<file path="src/hdl/acs_pkg.sv">
// Package for the accumulator CPU step block: decoded item and result types,
// instruction field positions and the ALU helper functions.
// Used by acs_front, acs_back and accumulator_cpu_step_top; depends on nothing.
package acs_pkg;

  localparam int WORD_W = 16;
  localparam int BYTE_W = 8;

  // Both internal queues hold two entries; one pointer bit indexes them.
  localparam int QUEUE_DEPTH = 2;
  localparam int QPTR_W      = $clog2(QUEUE_DEPTH);
  localparam int QCNT_W      = $clog2(QUEUE_DEPTH + 1);

  // Instruction word fields.
  localparam int INS_COMPUTE = 0;
  localparam int INS_USE_MEM = 1;
  localparam int INS_OP_LO   = 2;
  localparam int INS_DST_LO  = 10;
  localparam int INS_JMP_LO  = 13;
  localparam int INS_LOAD_HI = 15;

  // ALU opcode flag bits.
  localparam int OP_F   = 0;  // add (1) or and (0); operand order for shifts
  localparam int OP_SH  = 1;  // shift instead of and/add
  localparam int OP_NY  = 2;
  localparam int OP_ZY  = 3;
  localparam int OP_NX  = 4;
  localparam int OP_ZX  = 5;
  localparam int OP_NO  = 6;
  localparam int OP_REV = 7;

  // Destination and jump condition bits.
  localparam int DST_MEM = 0;
  localparam int DST_D   = 1;
  localparam int DST_A   = 2;
  localparam int JMP_GT  = 0;
  localparam int JMP_EQ  = 1;
  localparam int JMP_LT  = 2;

  localparam logic [WORD_W-1:0] PC_STEP = 16'h0002;
  localparam logic [WORD_W-1:0] HALT_PC = 16'hFFFF;

  typedef logic [WORD_W-1:0] word_t;

  // One classified instruction as it leaves the front end.
  typedef struct packed {
    logic        is_compute;
    logic        use_mem;
    logic [7:0]  op;
    logic [2:0]  dst;
    logic [2:0]  jmp;
    word_t       load_value;
    word_t       mem_operand;
  } dec_t;

  typedef struct packed {
    word_t              next_pc;
    word_t              a_value;
    word_t              d_value;
    logic               mem_write;
    word_t              mem_write_addr;
    logic [BYTE_W-1:0]  mem_write_data;
    logic               halted;
  } res_t;

  // Shift by a signed amount: positive shifts left, negative shifts right
  // arithmetically; magnitudes of sixteen or more saturate.
  function automatic word_t shift_by(word_t value, word_t amount);
    word_t mag;
    word_t res;
    begin
      mag = word_t'(-amount);
      if (amount[WORD_W-1]) begin
        if (|mag[WORD_W-1:4]) begin
          res = {WORD_W{value[WORD_W-1]}};
        end else begin
          res = word_t'($signed(value) >>> mag[3:0]);
        end
      end else begin
        if (|amount[WORD_W-1:4]) begin
          res = '0;
        end else begin
          res = value << amount[3:0];
        end
      end
      return res;
    end
  endfunction

  function automatic word_t bit_reverse(word_t v);
    word_t r;
    begin
      for (int k = 0; k < WORD_W; k++) begin
        r[k] = v[WORD_W-1-k];
      end
      return r;
    end
  endfunction

endpackage

</file>
<file path="src/hdl/acs_front.sv">
// Front end: accepts instruction beats, decodes them and holds them in a
// two-entry queue for the execute stage.
// Depends on acs_pkg.
module acs_front (
  input  logic                         clk,
  input  logic                         rst,
  input  logic                         push,
  output logic                         full,
  input  logic [acs_pkg::WORD_W-1:0]   instruction,
  input  logic [acs_pkg::BYTE_W-1:0]   operand_byte,
  output logic                         dec_valid,
  output acs_pkg::dec_t                dec,
  input  logic                         dec_ready
);

  acs_pkg::dec_t                     q [acs_pkg::QUEUE_DEPTH];
  logic [acs_pkg::QPTR_W-1:0]        wr_ptr;
  logic [acs_pkg::QPTR_W-1:0]        rd_ptr;
  logic [acs_pkg::QCNT_W-1:0]        count;
  acs_pkg::dec_t                     dec_in;
  logic                              do_push;
  logic                              do_pop;

  always_comb begin
    dec_in.is_compute = instruction[acs_pkg::INS_COMPUTE];
    dec_in.use_mem    = instruction[acs_pkg::INS_USE_MEM];
    dec_in.op         = instruction[acs_pkg::INS_OP_LO +: 8];
    dec_in.dst        = instruction[acs_pkg::INS_DST_LO +: 3];
    dec_in.jmp        = instruction[acs_pkg::INS_JMP_LO +: 3];
    // Long loads keep the word with bit 0 forced high, short loads halve it.
    if (instruction[acs_pkg::INS_LOAD_HI]) begin
      dec_in.load_value = instruction | acs_pkg::word_t'(1);
    end else begin
      dec_in.load_value = instruction >> 1;
    end
    dec_in.mem_operand = {{(acs_pkg::WORD_W - acs_pkg::BYTE_W){operand_byte[acs_pkg::BYTE_W-1]}},
                          operand_byte};
  end

  assign full      = (count == acs_pkg::QCNT_W'(acs_pkg::QUEUE_DEPTH));
  assign dec_valid = (count != '0);
  assign dec       = q[rd_ptr];
  assign do_push   = push && !full;
  assign do_pop    = dec_valid && dec_ready;

  always_ff @(posedge clk) begin
    if (do_push) begin
      q[wr_ptr] <= dec_in;
    end
  end

  always_ff @(posedge clk) begin
    if (rst) begin
      wr_ptr <= '0;
      rd_ptr <= '0;
      count  <= '0;
    end else begin
      if (do_push) begin
        wr_ptr <= wr_ptr + 1'b1;
      end
      if (do_pop) begin
        rd_ptr <= rd_ptr + 1'b1;
      end
      if (do_push && !do_pop) begin
        count <= count + 1'b1;
      end else if (do_pop && !do_push) begin
        count <= count - 1'b1;
      end
    end
  end

endmodule

</file>
<file path="src/hdl/acs_back.sv">
// Back end: holds A, D, the program counter and the halt flag, executes one
// decoded instruction per cycle while its result queue has room, and queues
// the results in that two-entry queue. Depends on acs_pkg.
module acs_back (
  input  logic                         clk,
  input  logic                         rst,
  input  logic                         cfg_valid,
  input  logic [acs_pkg::WORD_W-1:0]   cfg_data,
  input  logic                         dec_valid,
  input  acs_pkg::dec_t                dec,
  output logic                         dec_ready,
  output logic                         empty,
  input  logic                         pop,
  output acs_pkg::res_t                res
);

  acs_pkg::word_t                    prog_counter;
  acs_pkg::word_t                    reg_a;
  acs_pkg::word_t                    reg_d;
  logic                              halt_flag;
  acs_pkg::word_t                    prog_counter_next;
  acs_pkg::word_t                    reg_a_next;
  acs_pkg::word_t                    reg_d_next;
  logic                              halt_flag_next;

  acs_pkg::res_t                     rq [acs_pkg::QUEUE_DEPTH];
  logic [acs_pkg::QPTR_W-1:0]        wr_ptr;
  logic [acs_pkg::QPTR_W-1:0]        rd_ptr;
  logic [acs_pkg::QCNT_W-1:0]        count;
  acs_pkg::res_t                     res_new;
  logic                              exec;
  logic                              do_pop;

  acs_pkg::word_t                    xa, xb, ya, yb, y, sv, sa, z0, z1, z;
  acs_pkg::word_t                    pc_inc;
  logic                              wr;
  logic                              lt, eq, gt, take;

  assign dec_ready = (count != acs_pkg::QCNT_W'(acs_pkg::QUEUE_DEPTH));
  assign exec      = dec_valid && dec_ready;
  assign empty     = (count == '0);
  assign res       = rq[rd_ptr];
  assign do_pop    = pop && !empty;

  // ALU
  always_comb begin
    y  = dec.use_mem ? dec.mem_operand : reg_a;
    xa = dec.op[acs_pkg::OP_ZX] ? '0 : reg_d;
    xb = dec.op[acs_pkg::OP_NX] ? ~xa : xa;
    ya = dec.op[acs_pkg::OP_ZY] ? '0 : y;
    yb = dec.op[acs_pkg::OP_NY] ? ~ya : ya;
    sv = dec.op[acs_pkg::OP_F] ? xb : yb;
    sa = dec.op[acs_pkg::OP_F] ? yb : xb;
    if (dec.op[acs_pkg::OP_SH]) begin
      z0 = acs_pkg::shift_by(sv, sa);
    end else if (dec.op[acs_pkg::OP_F]) begin
      z0 = xb + yb;
    end else begin
      z0 = xb & yb;
    end
    z1 = dec.op[acs_pkg::OP_REV] ? acs_pkg::bit_reverse(z0) : z0;
    z  = dec.op[acs_pkg::OP_NO] ? ~z1 : z1;
  end

  // Next architectural state for the instruction at the queue head.
  always_comb begin
    pc_inc            = prog_counter + acs_pkg::PC_STEP;
    prog_counter_next = prog_counter;
    reg_a_next        = reg_a;
    reg_d_next        = reg_d;
    halt_flag_next    = halt_flag;
    wr                = 1'b0;
    lt                = z[acs_pkg::WORD_W-1];
    eq                = (z == '0);
    gt                = !lt && !eq;
    take              = (dec.jmp[acs_pkg::JMP_LT] && lt) || (dec.jmp[acs_pkg::JMP_EQ] && eq) ||
                        (dec.jmp[acs_pkg::JMP_GT] && gt);
    if (!halt_flag) begin
      prog_counter_next = pc_inc;
      if (dec.is_compute) begin
        if (dec.dst[acs_pkg::DST_D]) begin
          reg_d_next = z;
        end
        if (dec.dst[acs_pkg::DST_A]) begin
          reg_a_next = z;
        end
        wr = dec.dst[acs_pkg::DST_MEM];
        // The jump target is A after this instruction's own write.
        if (take) begin
          prog_counter_next = reg_a_next;
        end
      end else begin
        reg_a_next = dec.load_value;
      end
      if (prog_counter_next == acs_pkg::HALT_PC) begin
        halt_flag_next = 1'b1;
      end
    end

    res_new.next_pc        = prog_counter_next;
    res_new.a_value        = reg_a_next;
    res_new.d_value        = reg_d_next;
    res_new.mem_write      = wr;
    res_new.mem_write_addr = wr ? reg_a_next : '0;
    res_new.mem_write_data = wr ? z[acs_pkg::BYTE_W-1:0] : '0;
    res_new.halted         = halt_flag_next;
  end

  always_ff @(posedge clk) begin
    if (rst) begin
      prog_counter <= '0;
      reg_a        <= '0;
      reg_d        <= '0;
      halt_flag    <= 1'b0;
    end else if (cfg_valid) begin
      prog_counter <= cfg_data;
    end else if (exec) begin
      prog_counter <= prog_counter_next;
      reg_a        <= reg_a_next;
      reg_d        <= reg_d_next;
      halt_flag    <= halt_flag_next;
    end
  end

  always_ff @(posedge clk) begin
    if (exec) begin
      rq[wr_ptr] <= res_new;
    end
  end

  always_ff @(posedge clk) begin
    if (rst) begin
      wr_ptr <= '0;
      rd_ptr <= '0;
      count  <= '0;
    end else begin
      if (exec) begin
        wr_ptr <= wr_ptr + 1'b1;
      end
      if (do_pop) begin
        rd_ptr <= rd_ptr + 1'b1;
      end
      if (exec && !do_pop) begin
        count <= count + 1'b1;
      end else if (do_pop && !exec) begin
        count <= count - 1'b1;
      end
    end
  end

endmodule

</file>
<file path="src/hdl/accumulator_cpu_step_top.sv">
// Top level of the accumulator CPU step block: front end, back end and wiring.
// Depends on acs_pkg, acs_front and acs_back.
//
// Usage: each input beat (push while full is low) carries one instruction word
// and the byte at address A. It yields exactly one result beat, read from the
// result side like a queue: the oldest result is on the ports while empty is
// low and leaves at an edge with pop high.
// The front end decodes the beat into a two-entry queue; the back end executes
// one queued instruction per cycle while the result queue has room and writes
// a two-entry result queue. Throughput: one instruction per cycle while the
// receiver keeps popping, set by the execute stage with its ALU, shifter and
// branch compare. When the receiver stops popping, the result queue fills,
// execution stops, then the decode queue fills and full rises; nothing is
// lost. Reset (rst, synchronous) empties both queues and clears A, D, the
// program counter and the halt flag. A write on the start_address channel
// (always ready) loads the program counter at once; the user must see that it
// is made only while idle, which the block itself does not enforce.
module accumulator_cpu_step_top (
  input  logic               clk,
  input  logic               rst,
  input  logic               push,
  output logic               full,
  input  logic [15:0]        instruction,
  input  logic [7:0]         operand_byte,
  output logic               empty,
  input  logic               pop,
  output logic [15:0]        next_pc,
  output logic signed [15:0] a_value,
  output logic signed [15:0] d_value,
  output logic               mem_write,
  output logic [15:0]        mem_write_addr,
  output logic [7:0]         mem_write_data,
  output logic               halted,
  input  logic               cfg_valid,
  output logic               cfg_ready,
  input  logic [15:0]        start_address
);

  logic           dec_valid;
  logic           dec_ready;
  acs_pkg::dec_t  dec;
  acs_pkg::res_t  res;

  assign cfg_ready = 1'b1;

  acs_front u_front (
    .clk          (clk),
    .rst          (rst),
    .push         (push),
    .full         (full),
    .instruction  (instruction),
    .operand_byte (operand_byte),
    .dec_valid    (dec_valid),
    .dec          (dec),
    .dec_ready    (dec_ready)
  );

  acs_back u_back (
    .clk       (clk),
    .rst       (rst),
    .cfg_valid (cfg_valid),
    .cfg_data  (start_address),
    .dec_valid (dec_valid),
    .dec       (dec),
    .dec_ready (dec_ready),
    .empty     (empty),
    .pop       (pop),
    .res       (res)
  );

  assign next_pc        = res.next_pc;
  assign a_value        = $signed(res.a_value);
  assign d_value        = $signed(res.d_value);
  assign mem_write      = res.mem_write;
  assign mem_write_addr = res.mem_write_addr;
  assign mem_write_data = res.mem_write_data;
  assign halted         = res.halted;

endmodule

</file>
<file path="config.mk">
export PLATFORM = sky130hd
export DESIGN_NAME = accumulator_cpu_step_top
export DESIGN_NICKNAME = d
export VERILOG_FILES = /design/src/hdl/acs_pkg.sv /design/src/hdl/acs_front.sv /design/src/hdl/acs_back.sv /design/src/hdl/accumulator_cpu_step_top.sv
export SDC_FILE = /design/constraint.sdc
export NUM_CORES = 1
export LEC_CHECK = 0
export ABC_AREA = 1
export BUFFER_PORTS_ARGS = -buffer_cell sky130_fd_sc_hd__buf_4
export CAP_MARGIN = 10
export CORE_MARGIN = 1
export CORE_UTILIZATION = 36
export DETAILED_ROUTE_END_ITERATION = 10
export GPL_TIMING_DRIVEN = 0
export PLACE_DENSITY = 0.62
export SYNTH_ARGS = -nofsm -noshare
export SYNTH_HDL_FRONTEND = slang
export SYNTH_SLANG_ARGS = --single-unit
</file>
<file path="constraint.sdc">
create_clock -name clk -period 5 [get_ports clk]
set_input_delay 1.5 -clock clk [delete_from_list [all_inputs] [get_ports clk]]
set_output_delay 1.5 -clock clk [all_outputs]
set_load 0.05 [all_outputs]
</file>
==> impl_metrics.toml, run 1 <==
[timing]
fin_crit_ns = 5.13
finalHoldViolations = 0
rsz0062_at_grt = "yes"
skew_ns = 0.0122
worstMarginPinSlew_ns = 1.00
setup_slack_ns = -0.132
clock.fmax_ghz = 0.195
maxSlewHeadroom_pct = 33.0
slew_violations = 0
finalSetupViolations = 12
fin_crit_sh_pct = 103

[cells_and_area]
utilization_pct = 45.7
regArea_sq_mm = 0.00797
area_delta_synth_final_pct = 25.5
antenna_cells = 0
multi_input_area_sq_mm = 0.00869
final_area_sq_mm = 0.0212
layout-drive-gt1-share_pct = 26.0
fillers = 4455
nets = 2350

[synthesis]
syn-cell-area_sq_mm = 0.0169
ys_types = 55
synth-seq-cells = 285
synth_compound_area_share_pct = 10.1
avgSynthCellArea_sq_um = 8.22
yosysSeqAreaShare_pct = 47.1
synthArstFlopShare_pct = 0
synth_top_family_by_area = "simple AND/OR/NAND/NOR gates"
muxShareOfSynthArea_pct = 5.51
synthFlopType = "edfxtp_1"
syn_nets = 2123
synth_xor_area_share_pct = 1.34
synth-warning-count = 0
netlist_instances = 2057
yosys.area_share.simple_pct = 27.5
synth_edf_count = 226
synthAdderAreaFrac_pct = 1.60

[worst_setup_path]
cp_slowest_stage_delay_ns = 0.51
r2r_end = "u_back.rq[1][0]"
cp_common_cell = "nand2_1"
rr_worst_depth = 43
crit_path_end_kind = "flop"
arrival_ns = 5.41
critPathKind = "reg2reg"
cp_max_fo = 9
startpoint_type = "flop"
cp_slowest_cell = "dfxtp_4"
cp_data_required_time_ns = 5.28
reg2reg_slack_ns = -0.13

[cts]
clkSinkCount = 285
cts_root_buffer = "clkbuf_16"
numCtsBuffers = 30
cts_max_path_buffers = 3
worstSkewPairLatency_ns = 0.56
ctsHoldBuffers = 0
htree_levels = 1
cts.reportedPaths.clkPinSlew_ns = 0.06
cts_tree = "done"

[placement]
dp_hpwl_mm = 41.7
gp_congestion = 1.00
portBuffers = 119
dpl_cell_area_sq_mm = 0.0187

[die]
io_pins = 122
die_y_um = 219
start_util_pct = 36.4
die_x_um = 219
dieArea_sq_mm = 0.0478
num_rows = 79
core-area_sq_mm = 0.0465

[route]
dr.pass1.iters = 6
drt-vias-per-instance = 5.33
drc = 0
routed-via-count = 15500
routed_wl_mm = 55.4
drtIter0Drc = 1527
wire_per_inst_um = 19.0
ant_nets = 0

[run]
maxCapViolCount = 0

[global_routing]
grt_use_total_pct = 22.5
grt_overflow = 0
antenna_found_initial = 0
grt_first_pass_wirelength_mm = 82.8
grt_pass1_vias = 14400
grt_max_degree = 31

[hold_path]
hold_path_class = "reg2reg"
holdPathStages = 1
hp-start = "u_front.rd_ptr"

[outcome]
violations = "negative setup slack"
run_status = "complete, but fails checks"
## final cells by class
class | instances | area share (%)
timing repair buffer | 195 | 7.75
tap | 607 | 3.58
clock inverter | 8 | 0.265
multi-input combinational | 1506 | 40.9
inverter | 165 | 3.05
clock buffer | 47 | 4.03
buffer | 100 | 2.75
timing repair inverter | 1 | 0.0413
sequential | 285 | 37.6
## synth_stat cells (2+ instances only)
cell,instances,share of area [%]
nand2_2,17,0.63
a31oi_1,19,0.70
buf_4,8,0.36
nor3_1,9,0.27
nand4_1,17,0.63
nand3_4,2,0.21
nand3b_1,7,0.31
inv_2,9,0.20
buf_2,13,0.38
or2_2,3,0.11
nor2_2,7,0.26
clkbuf_1,66,1.5
o221ai_1,2,0.10
clkinv_1,4,0.089
o21ai_0,168,5.0
dfxtp_1,59,7.0
nor2_1,132,2.9
buf_1,3,0.067
xnor2_1,8,0.41
nand2_4,9,0.60
ha_1,20,1.5
edfxtp_1,226,40
mux2_2,81,5.4
nand2_1,605,13
o21ai_1,17,0.50
nand3_2,7,0.41
buf_8,3,0.27
mux2i_1,2,0.12
o2111ai_1,3,0.16
nand3_1,244,7.2
o21bai_1,11,0.49
o211ai_1,18,0.80
xor2_1,16,0.83
and2_1,2,0.074
inv_1,150,3.3
nor2_4,3,0.20
o22ai_1,3,0.11
buf_6,8,0.53
o21ai_2,3,0.16
a21oi_1,58,1.7
## worst max-delay path by stage
stage / start / endpoint / slack [ns] / depth (start not counted)
2_1_floorplan: flop / u_back.rq[0][0] / 0.40 / 44
3_3_place_gp: u_back.count[1] / u_back.rq[1][39] / -1.16 / 3
3_5_place_dp: flop / u_back.rq[1][0] / -1.07 / 42
4_1_cts: flop / u_back.rq[1][0] / -0.04 / 45
5_1_grt: flop / u_back.rq[0][0] / -0.41 / 45
6_report: flop / u_back.rq[1][0] / -0.13 / 43
## critical path: cells and delay by family (launching register included)
| family | cells | cell delay [ns] |
|---|---|---|
| DFF | 1 | 0.51 |
| and+or+nand+nor | 37 | 3.61 |
| buffers and inverters | 6 | 0.76 |
## placed cells by master (no fill, tap or decap), types with 10 or more instances in the layout
master | netlist | layout
a21oi_1 | 58 | 57
a31oi_1 | 19 | 18
buf_2 | 13 | 10
buf_4 | 8 | 182
buf_6 | 8 | 18
clkbuf_1 | 66 | 74
clkbuf_16 | 0 | 32
dfxtp_1 | 59 | 58
edfxtp_1 | 226 | 226
ha_1 | 20 | 17
inv_1 | 150 | 148
mux2_2 | 81 | 81
nand2_1 | 605 | 519
nand2_2 | 17 | 91
nand2_4 | 9 | 16
nand3_1 | 244 | 195
nand3_2 | 7 | 49
nand4_1 | 17 | 17
nor2_1 | 132 | 119
nor2_2 | 7 | 13
nor2_4 | 3 | 10
o211ai_1 | 18 | 18
o21ai_0 | 168 | 146
o21ai_1 | 17 | 26
o21bai_1 | 11 | 11
xor2_1 | 16 | 13
## registers in the layout (all words and copies together) (netlist names), named ones only
name	cells
u_back.rq	148
u_front.q	78
u_back.prog_counter	16
u_back.reg_a	16
u_back.reg_d	16
u_back.count	2
u_front.count	2
u_back.halt_flag	1
u_back.rd_ptr	1
u_back.wr_ptr	1
u_front.rd_ptr	1
u_front.wr_ptr	1
## routing by layer
metal / vias up / GRT usage [%] / routed length, um
met2: 592 / 35.2 / 24700
li1: 7453 / - / -
met5: - / 0 / 0
met4: 0 / 6.83 / 1670
met3: 89 / 2.56 / 3930
met1: 7410 / 32.3 / 25100
## timing repair
item / 4_1_cts / 5_1_grt
setup endpoints to repair: 149 / 103
setup buffers: 39 / 28
gates cloned: 3 / 1
pin swaps: 60 / 56
resized for setup: 125 / 158
## cell families after synthesis
family,count (synthesis)
simple gates,1068
other cells,1
xor+xnor,25
mux,83
fa+ha+maj,21
buf+inv,266
flops,285
compound gates,308
## per-stage QoR
| step | setup TNS [ns] | hold WS (ns) | setup WS, ns | cells |
|---|---|---|---|---|
| after global placement | -242.36 | 0.437 | -1.16 | 2783 |
| after detailed placement | -73.13 | 0.441 | -1.07 | 2789 |
| final | -0.692 | 0.440 | -0.132 | 2914 |
| after global routing | -12.45 | 0.459 | -0.413 | 2914 |
| after CTS | -0.0743 | 0.443 | -0.0371 | 2886 |
| after floorplan | 0 | 0.426 | 0.401 | 2057 |
Power of run 1 is left out: the tool's default activity adds up to more than one toggle a clock period on the data nets, which glitch-free logic cannot reach.
==> inputs of run 2 (changes only) <==
==> constraint.sdc (replaced) <==
create_clock -name clk -period 6.3 [get_ports clk]
set_input_delay 1.89 -clock clk [delete_from_list [all_inputs] [get_ports clk]]
set_output_delay 1.89 -clock clk [all_outputs]
set_load 0.05 [all_outputs]
==> impl_metrics.toml, run 2 (same netlist as run 1, synthesis figures left out) <==
[route]
routed_wl_mm = 53.0
dr_wl_met2_mm = 23.4
drc = 0
ant_nets = 0
wl_met1_mm = 24.8
wl_met3_mm = 3.56
maxUsedRoutingLayer = "met4"
drtIter0Drc = 1472
wire_per_inst_um = 18.7
routed-via-count = 15100
dr.pass1.iters = 5
drt-vias-per-instance = 5.30

[die]
io_pins = 122
start_util_pct = 36.4
dieArea_sq_mm = 0.0478
die_x_um = 219
core-area_sq_mm = 0.0465
num_rows = 79
die_y_um = 219

[global_routing]
grt_max_degree = 31
grt_overflow = 0
grt_pass1_vias = 13900
antenna_found_initial = 0
grt_first_pass_wirelength_mm = 80.5
grt_use_total_pct = 21.9

[worst_setup_path]
cp_slowest_cell = "buf_1"
critPathKind = "reg2reg"
cp_common_cell = "nand2_1"
cp_data_required_time_ns = 6.58
startpoint_type = "flop"
cp_slowest_stage_delay_ns = 0.41
crit_path_end_kind = "flop"
arrival_ns = 6.00
cp_max_fo = 15

[cells_and_area]
regArea_sq_mm = 0.00797
final_common_cell = "nand2_1"
reg_top3 = "u_back.rq (148), u_front.q (78)"
area_delta_synth_final_pct = 16.2
layout-drive-gt1-share_pct = 15.7
multi_input_area_sq_mm = 0.00784
layout_common_cells = "605 x nand2_1, 244 x nand3_1, 226 x edfxtp_1"
largest_reg_flops = 148
nets = 2278
fillers = 4616
antenna_cells = 0
max_flop_register = "u_back.rq"

[timing]
clock.fmax_ghz = 0.175
worstMarginPinSlew_ns = 1.01
slew_violations = 0
fin_crit_ns = 5.72
rsz0062_at_grt = "no"
finalSetupTns_ns = 0
whs_ns = 0.443
finalSetupViolations = 0
skew_ns = 0.0121
maxSlewHeadroom_pct = 32.3
finalHoldViolations = 0
fin_crit_sh_pct = 90.7

[cts]
numCtsBuffers = 30
ctsResizeCount = 0
cts_root_buffer = "clkbuf_16"
ctsHoldBuffers = 0
cts_max_path_buffers = 3
cts_setup_buffers = 0
cts_tree = "done"
worstSkewPairLatency_ns = 0.55
cts.reportedPaths.clkPinSlew_ns = 0.06
htree_levels = 1
clkSinkCount = 285

[run]
maxCapViolCount = 0

[outcome]
run_status = "completed"

[hold_path]
hold_path_class = "reg2reg"

[placement]
dp_hpwl_mm = 41.7
portBuffers = 119
gp_congestion = 1.00
run 2: stage by stage:
step / std cells / worst slack (ns) / utilization (%) / instance area, sq um
floorplan: 2057 / 1.70 / - / 16900
global placement: 2783 / 0.145 / 39.9 / 18600
detailed placement: 2789 / 0.229 / 40.3 / 18700
CTS: 2844 / 0.204 / 42.3 / 19600
global route: 2842 / 0.0533 / 42.3 / 19600
finish: 2842 / 0.585 / 42.3 / 19600
run 2: worst paths after layout:
kind,end,slack [ns],startpoint,cells past startpoint
worst max-delay path,u_back.rq[0][0],0.58,flop,41
worst min-delay path,flop,0.44,u_front.rd_ptr,1
worst max register to register,u_back.rq[0][0],0.58,flop,41
worst min register to register,flop,0.44,u_front.rd_ptr,1
run 2: metal layers:
| layer | global-route usage, % | vias to the layer above |
|---|---|---|
| li1 | - | 7294 |
| met2 | 34.0 | 549 |
| met1 | 32.1 | 7153 |
| met5 | 0 | - |
| met4 | 5.16 | 0 |
| met3 | 2.63 | 76 |
run 2: worst max-delay path, delay by kind of cell, from the launching register on:
kind,cells,cell delay [ns]
DFF,1,0.37
and+or+nand+nor,32,3.39
adders and majority gates,1,0.29
buffers and inverters,8,1.35
run 2: area by class of cell:
cell class / instances / share of cell area [%]
timing repair buffer: 125 / 5.24
clock buffer: 47 / 4.36
sequential: 285 / 40.6
inverter: 165 / 3.19
clock inverter: 8 / 0.287
multi-input combinational: 1506 / 39.9
tap: 607 / 3.87
buffer: 99 / 2.60
Power of run 2 is left out for the same reason.
==> inputs of run 3 (changes only) <==
--- a/config.mk
+++ b/config.mk
@@ -13,6 +13,7 @@
 export DETAILED_ROUTE_END_ITERATION = 10
 export GPL_TIMING_DRIVEN = 0
 export PLACE_DENSITY = 0.62
+export REMOVE_ABC_BUFFERS = 1
 export SYNTH_ARGS = -nofsm -noshare
 export SYNTH_HDL_FRONTEND = slang
 export SYNTH_SLANG_ARGS = --single-unit
==> impl_metrics.toml, run 3 (same netlist as run 1, synthesis figures left out) <==
[outcome]
run_status = "completed"

[timing]
fin_crit_ns = 5.96
maxSlewHeadroom_pct = 19.0
finalSetupViolations = 0
finalHoldViolations = 0
skew_ns = 0.0238
clock.fmax_ghz = 0.168
setup_slack_ns = 0.341
fin_crit_sh_pct = 94.6
worstMarginPinSlew_ns = 1.21
slew_violations = 0

[die]
io_pins = 122
core-area_sq_mm = 0.0465
start_util_pct = 36.4
dieArea_sq_mm = 0.0478
die_y_um = 219
die_x_um = 219
num_rows = 79

[cts]
cts_max_path_buffers = 3
ctsHoldBuffers = 0
clkSinkCount = 285
cts_tree = "done"
worstSkewPairLatency_ns = 0.57
cts_root_buffer = "clkbuf_16"
cts.reportedPaths.clkPinSlew_ns = 0.06
numCtsBuffers = 29
htree_levels = 1

[route]
dr.pass1.iters = 7
wire_per_inst_um = 17.9
drt-vias-per-instance = 5.27
drtIter0Drc = 1272
routed_wl_mm = 49.7
drc = 0
ant_nets = 0
routed-via-count = 14600

[worst_setup_path]
arrival_ns = 6.23
crit_path_end_kind = "flop"
cp_max_fo = 19
startpoint_type = "flop"
cp_common_cell = "nand2_1"
cp_data_required_time_ns = 6.57
cp_slowest_stage_delay_ns = 0.38
critPathKind = "reg2reg"
cp_slowest_cell = "dfxtp_4"

[global_routing]
grt_pass1_vias = 13600
antenna_found_initial = 1
grt_use_total_pct = 20.1
grt_overflow = 0
grt_first_pass_wirelength_mm = 75.6
grt_max_degree = 64

[placement]
portBuffers = 120
pre_cts_ws_ns = -1.15
gp_congestion = 0.939
dp_hpwl_mm = 35.6

[cells_and_area]
area_delta_synth_final_pct = 16.0
reg_top3 = "u_back.rq (148), u_front.q (78)"
layout_common_cells = "602 x nand2_1, 243 x nand3_1, 226 x edfxtp_1"
antenna_cells = 0
fillers = 4586
nets = 2203
max_flop_register = "u_back.rq"
layout-drive-gt1-share_pct = 16.6
largest_reg_flops = 148
final_common_cell = "nand2_1"

[run]
maxCapViolCount = 0

[hold_path]
hold_path_class = "reg2reg"
-- run 3: cell count changes in the layout (fill, tap and decap cells not counted), moves of 5 or more --
cell	change
buf_4	+5
nand2_8	+5
clkbuf_1	-67
buf_2	-12
buf_6	-6
-- run 3: worst paths after layout --
kind | start | endpoint | slack, ns | cells after the start
worst min register to register | u_front.rd_ptr | flop | 0.46 | 1
worst max-delay path | flop | u_back.rq[0][0] | 0.34 | 37
worst max register to register | flop | u_back.rq[0][0] | 0.34 | 37
worst min-delay path | u_front.rd_ptr | flop | 0.46 | 1
-- run 3: layout make-up --
type                    instances  area [sq um]  area share [%]
clock buffers                  46           861            4.39
multi-input cells            1511          8000            40.8
flip-flops and latches        285          7980            40.7
inverters                     165           668            3.41
well taps                     607           759            3.87
repair buffers                145          1260            6.42
clock inverters                 8          87.6           0.447
-- run 3: critical path: cells and delay by family (launching register included) --
kind / cells / cell delay (ns)
and+or+nand+nor: 34 / 4.67
DFF: 1 / 0.38
buffers and inverters: 2 / 0.35
adders and majority gates: 1 / 0.21
-- run 3: repair_timing --
item | CTS | global route
endpoints found under the hold margin | 0 | 0
gates cloned | 1 | 4
pin swaps | 3 | 5
setup endpoints to repair | 154 | 58
setup buffers | 2 | 10
gates resized for setup | 17 | 20
-- run 3: layer usage --
layer / wire length [um] / up-vias / GRT usage, %
li1: - / 7145 / -
met1: 22400 / 6820 / 28.3
met2: 22700 / 532 / 32.9
met3: 3420 / 72 / 2.13
met4: 1180 / 0 / 4.88
met5: 0 / - / 0
-- run 3: per-stage QoR --
stage | instance area [sq um] | cells | util (%) | hold WS (ns) | setup TNS [ns]
2_1_floorplan | 16400 | 1956 | - | 0.426 | 0
4_1_cts | 19400 | 2753 | 41.8 | 0.447 | 0
3_3_place_gp | 18000 | 2683 | 38.8 | 0.436 | -275.05
6_report | 19600 | 2767 | 42.2 | 0.462 | 0
3_5_place_dp | 18400 | 2696 | 39.5 | 0.440 | -87.62
5_1_grt | 19600 | 2767 | 42.2 | 0.491 | -0.0224
Power of run 3 is left out for the same reason.
